File: config.mk
export PLATFORM = sky130hd
export DESIGN_NAME = matrix_multiply_engine_unit
export DESIGN_NICKNAME = d
export VERILOG_FILES = /design/src/rtl/mme_pkg.sv /design/src/rtl/matrix_multiply_engine_unit.sv /design/src/rtl/mme_mac.sv
export SDC_FILE = /design/constraint.sdc
export NUM_CORES = 2
export LEC_CHECK = 0
export BUFFER_PORTS_ARGS = -buffer_cell sky130_fd_sc_hd__buf_2
export CAP_MARGIN = 15
export CORE_MARGIN = 2
export CORE_UTILIZATION = 55
export DETAILED_ROUTE_END_ITERATION = 10
export HOLD_SLACK_MARGIN = 0.03
export PLACE_DENSITY = 0.71
export REMOVE_ABC_BUFFERS = 1
export SLEW_MARGIN = 20
export SYNTH_ARGS = -nofsm -noshare
export SYNTH_HDL_FRONTEND = slang
export SYNTH_SLANG_ARGS = --single-unit
File: constraint.sdc
create_clock -name i_clk -period 8.7 [get_ports i_clk]
set_input_delay 0.435 -clock i_clk [delete_from_list [all_inputs] [get_ports i_clk]]
set_output_delay 0.435 -clock i_clk [all_outputs]
set_load 0.01 [all_outputs]
File: src/rtl/mme_pkg.sv
`timescale 1ns / 1ps
`default_nettype none
// ----------------------------------------------------------------------------
// mme_pkg: shared types and constants of the matrix multiply engine
// Store geometry, operand and accumulator widths, input codes, control structs.
// ----------------------------------------------------------------------------
package mme_pkg;

    localparam int MAX_DIM    = 8;
    localparam int IDX_W      = $clog2(MAX_DIM);
    localparam int ADDR_W     = 2 * IDX_W;
    localparam int DIM_W      = 4;
    localparam int DATA_WIDTH = 16;
    localparam int VALUE_W    = 16;
    localparam int PROD_W     = 2 * DATA_WIDTH;
    localparam int SUM_W      = 40;
    localparam int CFG_IDX_W  = 2;
    localparam int MODE_W     = 2;

    localparam logic [MODE_W-1:0] MODE_LOAD_A = 2'd0;
    localparam logic [MODE_W-1:0] MODE_LOAD_B = 2'd1;
    localparam logic [MODE_W-1:0] MODE_RUN    = 2'd2;

    localparam logic [CFG_IDX_W-1:0] CFG_ROWS_A    = 2'd0;
    localparam logic [CFG_IDX_W-1:0] CFG_COLS_B    = 2'd1;
    localparam logic [CFG_IDX_W-1:0] CFG_INNER_LEN = 2'd2;

    localparam logic [DIM_W-1:0] DIM_RESET = DIM_W'(MAX_DIM);

    typedef enum logic [3:0] {
        S_IDLE  = 4'b0001,
        S_MAC   = 4'b0010,
        S_FLUSH = 4'b0100,
        S_OUT   = 4'b1000
    } t_state;

    // control from the sequencer to the multiply-accumulate unit
    typedef struct packed {
        logic clr;
        logic vld;
    } t_mac_ctl;

    // register value 0 acts as 1, above MAX_DIM acts as MAX_DIM
    function automatic logic [DIM_W-1:0] clamp_dim(input logic [DIM_W-1:0] d);
        logic [DIM_W-1:0] r;
        if (d == '0) begin
            r = DIM_W'(1);
        end else if (d > DIM_W'(MAX_DIM)) begin
            r = DIM_W'(MAX_DIM);
        end else begin
            r = d;
        end
        return r;
    endfunction

endpackage
`default_nettype wire

File: src/rtl/matrix_multiply_engine_unit.sv
`timescale 1ns / 1ps
`default_nettype none
// ----------------------------------------------------------------------------
// matrix_multiply_engine_unit: C = A x B on stored signed fixed-point elements
//
// Input channel (i_in_valid / o_in_stall): one word per cycle while idle. Mode load A or
// load B writes one element at (row, col). Mode run walks
// C in row-major order; mode 3 is dropped. The unit stalls input while a run
// is in progress.
// Output channel (o_out_valid / i_out_stall): one word per C element with its
// row, column, exact 40-bit sum and a last flag on the final element.
// Each C element goes through the single multiplier and accumulator as K
// reads, read latency, product register, accumulate and emit; a run takes
// longer if the receiver stalls.
// A stalled output holds its word; the sequencer waits in the emit step
// until the output register frees up, nothing is dropped.
// Reset (synchronous, active low) sets all dimensions to 8 and idles the
// sequencer; A and B stores are not cleared and must be loaded before use.
// Configuration writes (rows_a, cols_b, inner_len) are taken any cycle and
// latched, clamped to 1..8, when a run starts.
// ----------------------------------------------------------------------------
module matrix_multiply_engine_unit import mme_pkg::*; (
    input  wire logic                      i_clk,
    input  wire logic                      i_rst_n,
    // configuration
    input  wire logic                      i_cfg_we,
    input  wire logic [CFG_IDX_W-1:0]      i_cfg_idx,
    input  wire logic [DIM_W-1:0]          i_cfg_data,
    // input words
    input  wire logic                      i_in_valid,
    output      logic                      o_in_stall,
    input  wire logic [MODE_W-1:0]         i_in_mode,
    input  wire logic [IDX_W-1:0]          i_in_row,
    input  wire logic [IDX_W-1:0]          i_in_col,
    input  wire logic signed [VALUE_W-1:0] i_in_value,
    // result words
    output      logic                      o_out_valid,
    input  wire logic                      i_out_stall,
    output      logic [IDX_W-1:0]          o_out_out_row,
    output      logic [IDX_W-1:0]          o_out_out_col,
    output      logic signed [SUM_W-1:0]   o_out_sum,
    output      logic                      o_out_last
);

    // configuration registers
    logic [DIM_W-1:0] r_rows_a, r_cols_b, r_inner_len;

    // sequencer state
    t_state           r_state;
    logic [DIM_W-1:0] r_m, r_n, r_kd;        // clamped dims for this run
    logic [IDX_W-1:0] r_i, r_j, r_k;
    logic             r_rd_vld;
    logic             r_clr;

    // element stores
    logic signed [DATA_WIDTH-1:0] r_a_mem [MAX_DIM*MAX_DIM];
    logic signed [DATA_WIDTH-1:0] r_b_mem [MAX_DIM*MAX_DIM];
    logic signed [DATA_WIDTH-1:0] r_a_rd, r_b_rd;

    // output register
    logic                    r_out_vld;
    logic [IDX_W-1:0]        r_out_row, r_out_col;
    logic signed [SUM_W-1:0] r_out_sum;
    logic                    r_out_last;

    logic                    w_in_acc;
    logic                    w_out_free;
    logic                    w_last_k, w_last_i, w_last_j;
    logic signed [SUM_W-1:0] w_acc;
    logic                    w_mac_busy;
    t_mac_ctl                w_mac_ctl;

    assign o_in_stall = (r_state != S_IDLE);
    assign w_in_acc   = i_in_valid && !o_in_stall;
    assign w_out_free = !r_out_vld || !i_out_stall;

    assign w_last_k = ({1'b0, r_k} == r_kd - DIM_W'(1));
    assign w_last_i = ({1'b0, r_i} == r_m - DIM_W'(1));
    assign w_last_j = ({1'b0, r_j} == r_n - DIM_W'(1));

    // config port
    always_ff @(posedge i_clk) begin
        if (!i_rst_n) begin
            r_rows_a    <= DIM_RESET;
            r_cols_b    <= DIM_RESET;
            r_inner_len <= DIM_RESET;
        end else if (i_cfg_we) begin
            case (i_cfg_idx)
                CFG_ROWS_A:    r_rows_a    <= i_cfg_data;
                CFG_COLS_B:    r_cols_b    <= i_cfg_data;
                CFG_INNER_LEN: r_inner_len <= i_cfg_data;
                default: ;
            endcase
        end
    end

    // stores: loads write only while idle, the run reads A[i][k] and B[k][j]
    always_ff @(posedge i_clk) begin
        if (w_in_acc && (i_in_mode == MODE_LOAD_A)) begin
            r_a_mem[{i_in_row, i_in_col}] <= i_in_value[DATA_WIDTH-1:0];
        end
        r_a_rd <= r_a_mem[{r_i, r_k}];
    end

    always_ff @(posedge i_clk) begin
        if (w_in_acc && (i_in_mode == MODE_LOAD_B)) begin
            r_b_mem[{i_in_row, i_in_col}] <= i_in_value[DATA_WIDTH-1:0];
        end
        r_b_rd <= r_b_mem[{r_k, r_j}];
    end

    // sequencer
    always_ff @(posedge i_clk) begin
        if (!i_rst_n) begin
            r_state  <= S_IDLE;
            r_i      <= '0;
            r_j      <= '0;
            r_k      <= '0;
            r_rd_vld <= 1'b0;
            r_clr    <= 1'b0;
            r_m      <= DIM_RESET;
            r_n      <= DIM_RESET;
            r_kd     <= DIM_RESET;
        end else begin
            r_rd_vld <= 1'b0;
            r_clr    <= 1'b0;
            case (r_state)
                S_IDLE: begin
                    if (w_in_acc && (i_in_mode == MODE_RUN)) begin
                        r_m     <= clamp_dim(r_rows_a);
                        r_n     <= clamp_dim(r_cols_b);
                        r_kd    <= clamp_dim(r_inner_len);
                        r_i     <= '0;
                        r_j     <= '0;
                        r_k     <= '0;
                        r_clr   <= 1'b1;
                        r_state <= S_MAC;
                    end
                end
                S_MAC: begin
                    r_rd_vld <= 1'b1;
                    if (w_last_k) begin
                        r_k     <= '0;
                        r_state <= S_FLUSH;
                    end else begin
                        r_k <= r_k + IDX_W'(1);
                    end
                end
                S_FLUSH: begin
                    if (!r_rd_vld && !w_mac_busy) begin
                        r_state <= S_OUT;
                    end
                end
                S_OUT: begin
                    if (w_out_free) begin
                        if (w_last_j) begin
                            r_j <= '0;
                            r_i <= r_i + IDX_W'(1);
                        end else begin
                            r_j <= r_j + IDX_W'(1);
                        end
                        if (w_last_i && w_last_j) begin
                            r_state <= S_IDLE;
                        end else begin
                            r_clr   <= 1'b1;
                            r_state <= S_MAC;
                        end
                    end
                end
                default: r_state <= S_IDLE;
            endcase
        end
    end

    assign w_mac_ctl.clr = r_clr;
    assign w_mac_ctl.vld = r_rd_vld;

    mme_mac u_mac (
        .i_clk   (i_clk),
        .i_rst_n (i_rst_n),
        .i_ctl   (w_mac_ctl),
        .i_a     (r_a_rd),
        .i_b     (r_b_rd),
        .o_acc   (w_acc),
        .o_busy  (w_mac_busy)
    );

    // output register: loads a finished element when the previous one is gone
    always_ff @(posedge i_clk) begin
        if (!i_rst_n) begin
            r_out_vld <= 1'b0;
        end else if ((r_state == S_OUT) && w_out_free) begin
            r_out_vld <= 1'b1;
        end else if (!i_out_stall) begin
            r_out_vld <= 1'b0;
        end
    end

    always_ff @(posedge i_clk) begin
        if ((r_state == S_OUT) && w_out_free) begin
            r_out_row  <= r_i;
            r_out_col  <= r_j;
            r_out_sum  <= w_acc;
            r_out_last <= w_last_i && w_last_j;
        end
    end

    assign o_out_valid   = r_out_vld;
    assign o_out_out_row = r_out_row;
    assign o_out_out_col = r_out_col;
    assign o_out_sum     = r_out_sum;
    assign o_out_last    = r_out_last;

`ifndef ASSERT_OFF
    // no pipeline activity may linger once the sequencer is idle
    a_idle_quiet: assert property (@(posedge i_clk) disable iff (!i_rst_n)
        (r_state == S_IDLE) |-> (!r_rd_vld && !w_mac_busy))
        else $error("MAC pipeline active while idle");

    // a run word starts the walk on the next cycle
    a_run_starts: assert property (@(posedge i_clk) disable iff (!i_rst_n)
        (w_in_acc && (i_in_mode == MODE_RUN)) |=> (r_state == S_MAC))
        else $error("run word did not start the sequencer");

    // emit step waits while the output register is full and stalled
    a_emit_waits: assert property (@(posedge i_clk) disable iff (!i_rst_n)
        ((r_state == S_OUT) && r_out_vld && i_out_stall) |=> (r_state == S_OUT))
        else $error("emit step left while output blocked");

    // element emission only from a drained pipeline
    a_emit_drained: assert property (@(posedge i_clk) disable iff (!i_rst_n)
        (r_state == S_OUT) |-> (!r_rd_vld && !w_mac_busy))
        else $error("element emitted before accumulation finished");
`endif

endmodule
`default_nettype wire

File: src/rtl/mme_mac.sv
`timescale 1ns / 1ps
`default_nettype none
// ----------------------------------------------------------------------------
// mme_mac: shared multiply-accumulate unit
// Registered signed product, then a 40-bit accumulator cleared per C element.
// ----------------------------------------------------------------------------
module mme_mac import mme_pkg::*; (
    input  wire logic                         i_clk,
    input  wire logic                         i_rst_n,
    input  wire t_mac_ctl                     i_ctl,
    input  wire logic signed [DATA_WIDTH-1:0] i_a,
    input  wire logic signed [DATA_WIDTH-1:0] i_b,
    output      logic signed [SUM_W-1:0]      o_acc,
    output      logic                         o_busy
);

    logic signed [PROD_W-1:0] r_prod;
    logic                     r_prod_vld;
    logic signed [SUM_W-1:0]  r_acc;

    always_ff @(posedge i_clk) begin
        if (!i_rst_n) begin
            r_prod_vld <= 1'b0;
        end else begin
            r_prod_vld <= i_ctl.vld;
        end
    end

    always_ff @(posedge i_clk) begin
        if (i_ctl.vld) begin
            r_prod <= i_a * i_b;
        end
    end

    always_ff @(posedge i_clk) begin
        if (i_ctl.clr) begin
            r_acc <= '0;
        end else if (r_prod_vld) begin
            r_acc <= r_acc + SUM_W'(r_prod);
        end
    end

    assign o_acc  = r_acc;
    assign o_busy = r_prod_vld;

endmodule
`default_nettype wire
==> reports/metrics.yaml <==
route:
  drtIter0Drc: 5775
  vias_per_cell: 6.214
  via_count: 47745
  drt-pass1-iter-count: 8
  drc: 0
  routed_wl_um: 221000
  drtAntennaViolNets: 0
  wl_per_cell_um: 28.77
worst_setup_path:
  cp.arrival_ns: 7.22
  crit_path_cell_trace: "nand2_1, fa_1, fa_1, inv_1, fa_1, fa_1, fa_1, inv_1, fa_1, inv_1, ha_1, a21oi_1, o21ai_1, nor3b_1, nor4_4, a2111oi_4, o31ai_2, a31oi_1, xnor2_1"
  r2r_cells: 19
  cp_max_fo: 16
  critPathKind: "flip-flop to flip-flop"
  slowest_stage: "dfxtp_1"
  critPathRequiredTime_ns: 9.29
  crit_buf_inv: 3
  r2r-start: "r_a_rd[11]"
  crit_family: "adder cells"
  r2r_end: "u_mac.r_prod[29]"
  crit_path_end_kind: "flip-flop"
  ff2ff_setup_slack_ns: 2.07
  cp_slowest_stage_delay_ns: 0.73
  path_common_cell: "fa_1"
  start_kind: "flip-flop"
synthesis:
  synth.yosys.seq_area_share_pct: 68.58
  async_reset_ff_share_pct: 0
  synth_cells: 4914
  synth.distinct_cells: 80
  yosys_warnings: 0
  synth_top_area_share_pct: 66.24
  synth_area_um2: 96430
  synth_top_cell_by_area: "edfxtp_1"
  syn_area_per_cell_um2: 19.62
  synthFlopType: "edfxtp_1"
  yosys-top-cells-area: "edfxtp_1 (66%), mux4_2 (16%), fa_1 (5.5%), dfxtp_1 (2.3%), ha_1 (1.6%)"
  synth-edff-count: 2127
  ys_ff_latch: 2240
power:
  irDropWorstVdd_uv: 1096
  p_per_area_nw_per_um2: 398.9
  p_total_mw: 42.86
  leakagePower_nw: 35.32
cells_and_area:
  drive_gt1_share_pct: 23.85
  finish.utilization_pct: 61.74
  area_growth_pct: 11.42
  nNetsFinal: 5605
  fin_cells: 7683
place:
  place.gp.congestion: 0.8852
  dp.cells: 7272
  pre_cts_ws_ns: 2.121
  dp_hpwl_um: 134700
  portBuffers: 83
sta:
  rsz0062_at_grt: "false"
  whs_ns: 0.09119
  slew_violations: 0
  setup_slack_ns: 2.069
  relSlewSlack_pct: 26.45
  final.min_clock_period_ns: 6.631
  hold_viol: 0
  final.setup_skew_ns: 0.04153
  worstMarginPinSlew_ns: 1.103
  setup_viol: 0
  post-route-period-util_pct: 76.21
  fmax_ghz: 0.1508
floorplanning:
  initial_core_util_pct: 55.41
  io_pins: 84
  row_count: 153
  core_area_um2: 174000
  die_h_um: 422.7
  die_area_um2: 178700
  fp.dieW_um: 422.7
grt:
  grt-ovfl-total: 0
  grt_pass1_vias: 48354
  grt_pass1_wl_um: 327000
  antenna_found_initial: 13
  grt_usage_pct: 25.19
  grt_max_degree: 144
clocking:
  cts_tree: "built"
  htree_levels: 4
  cts.path.max_buffers: 3
  clk_latency_ns: 0.86
  cts-root-buf: "clkbuf_16"
  cts_sinks: 2240
  post-cts-setup-buffer-count: 0
  cts.clk_slew.worst_paths_ns: 0.07
  cts_buffers: 215
run_status:
  status: "finished, final reports clean"
min_path:
  min_from: "i_in_value[14]"
  worst_hold_path_type: "input port to flip-flop"
  hold_path_end: "r_a_mem[60][14]"
  min_path_cells: 1
job:
  timing.max_cap.violations: 0
power breakdown:
| group | internal, mW | switching, mW | leakage [nW] |
|---|---|---|---|
| clock network | 5.32 | 3.92 | 3.40 |
| logic | 9.09 | 11.3 | 11.8 |
| registers | 13.0 | 0.188 | 20.1 |
| total | 27.4 | 15.4 | 35.3 |
metal layers:
metal	GRT usage (%)	up-vias	wire, µm	share of wire [%]
met5	0	-	96	0.043
met4	6.321	12	5040	2.3
met3	5.140	305	21250	9.6
met2	38.30	2257	103600	47
met1	37.90	25354	91090	41
li1	-	19817	-	-
layout make-up:
type	count	area, µm²
fillers	11867	66570
clock buffers	266	5717
well taps	2325	2909
flip-flops and latches	2240	66160
repair buffers	273	2056
multi-input cells	2119	28100
inverters	331	1242
diodes	4	10.01
clock inverters	125	1244
registers in the layout (all words and copies together) (netlist names), 3 cells and up:
name / cells
r_b_mem: 1024
u_mac.o_acc: 40
r_rows_a: 4
r_cols_b: 4
u_mac.r_prod: 32
o_out_out_col: 3
r_n: 4
r_b_rd: 16
r_a_rd: 16
r_m: 4
r_kd: 4
r_state: 4
r_a_mem: 1024
r_j: 3
o_out_sum: 40
r_k: 3
o_out_out_row: 3
r_i: 3
r_inner_len: 4
repair_timing:
item / 4_1_cts / 5_1_grt
hold endpoints to repair: 151 / 0
gates resized for setup: 0 / 0
hold buffers: 15 / 0
worst reg2reg max path, cell delays in order, from the launching register on:
cell	delay, ns
dfxtp_1	0.73
nand2_1	0.17
fa_1	0.54
fa_1	0.56
inv_1	0.06
fa_1	0.48
fa_1	0.51
fa_1	0.49
inv_1	0.05
fa_1	0.47
inv_1	0.04
ha_1	0.35
a21oi_1	0.11
o21ai_1	0.37
nor3b_1	0.14
nor4_4	0.41
a2111oi_4	0.14
o31ai_2	0.45
a31oi_1	0.17
xnor2_1	0.15
cells by family after synthesis:
kind of cell,share of synthesized area [%]
multiplexers,16.07
adder cells (fa/ha/maj),7.108
XOR/XNOR,0.6903
flip-flops,68.58
AO/OA/AOI/OAI,1.747
buffers and inverters,2.315
AND/OR/NAND/NOR,3.487
placed cells by master (no fill, tap or decap), types with 33 or more instances in the layout:
cell,count
a21oi_1,76
and2_1,136
buf_2,67
buf_4,180
clkbuf_1,41
clkbuf_16,219
clkinv_1,51
clkinv_2,33
dfxtp_1,104
edfxtp_1,2127
fa_1,263
ha_1,127
inv_1,330
mux2i_1,36
mux4_2,672
nand2_1,194
nor2_1,219
xnor2_1,46
Yosys cell counts (46+ instances only):
| cell type | instances |
|---|---|
| edfxtp_1 | 2127 |
| mux4_2 | 672 |
| inv_1 | 330 |
| fa_1 | 263 |
| nor2_1 | 223 |
| nand2_1 | 194 |
| and2_1 | 136 |
| ha_1 | 127 |
| clkbuf_1 | 117 |
| dfxtp_1 | 113 |
| a21oi_1 | 77 |
| buf_2 | 57 |
| xnor2_1 | 46 |
worst max-delay path by stage:
stage                          start                to  slack [ns]  cells after the start
after floorplan               r_k[0]         r_a_rd[0]       -3.93                      3
after global placement    r_b_rd[10]  u_mac.r_prod[31]        2.20                     19
after detailed placement  r_b_rd[10]  u_mac.r_prod[31]        2.12                     19
after CTS                 r_a_rd[11]  u_mac.r_prod[29]        2.08                     19
after global routing       r_b_rd[1]  u_mac.r_prod[31]        1.76                     21
final                     r_a_rd[11]  u_mac.r_prod[29]        2.07                     19
metrics by stage:
stage / cell area [µm²] / TNS [ns]
5_1_grt: 107400 / 0
6_report: 107400 / 0
3_5_place_dp: 100300 / 0
4_1_cts: 107400 / 0
2_1_floorplan: 95440 / -173.24
3_3_place_gp: 100300 / 0
Note: power is estimated with default switching activity, not from simulation.
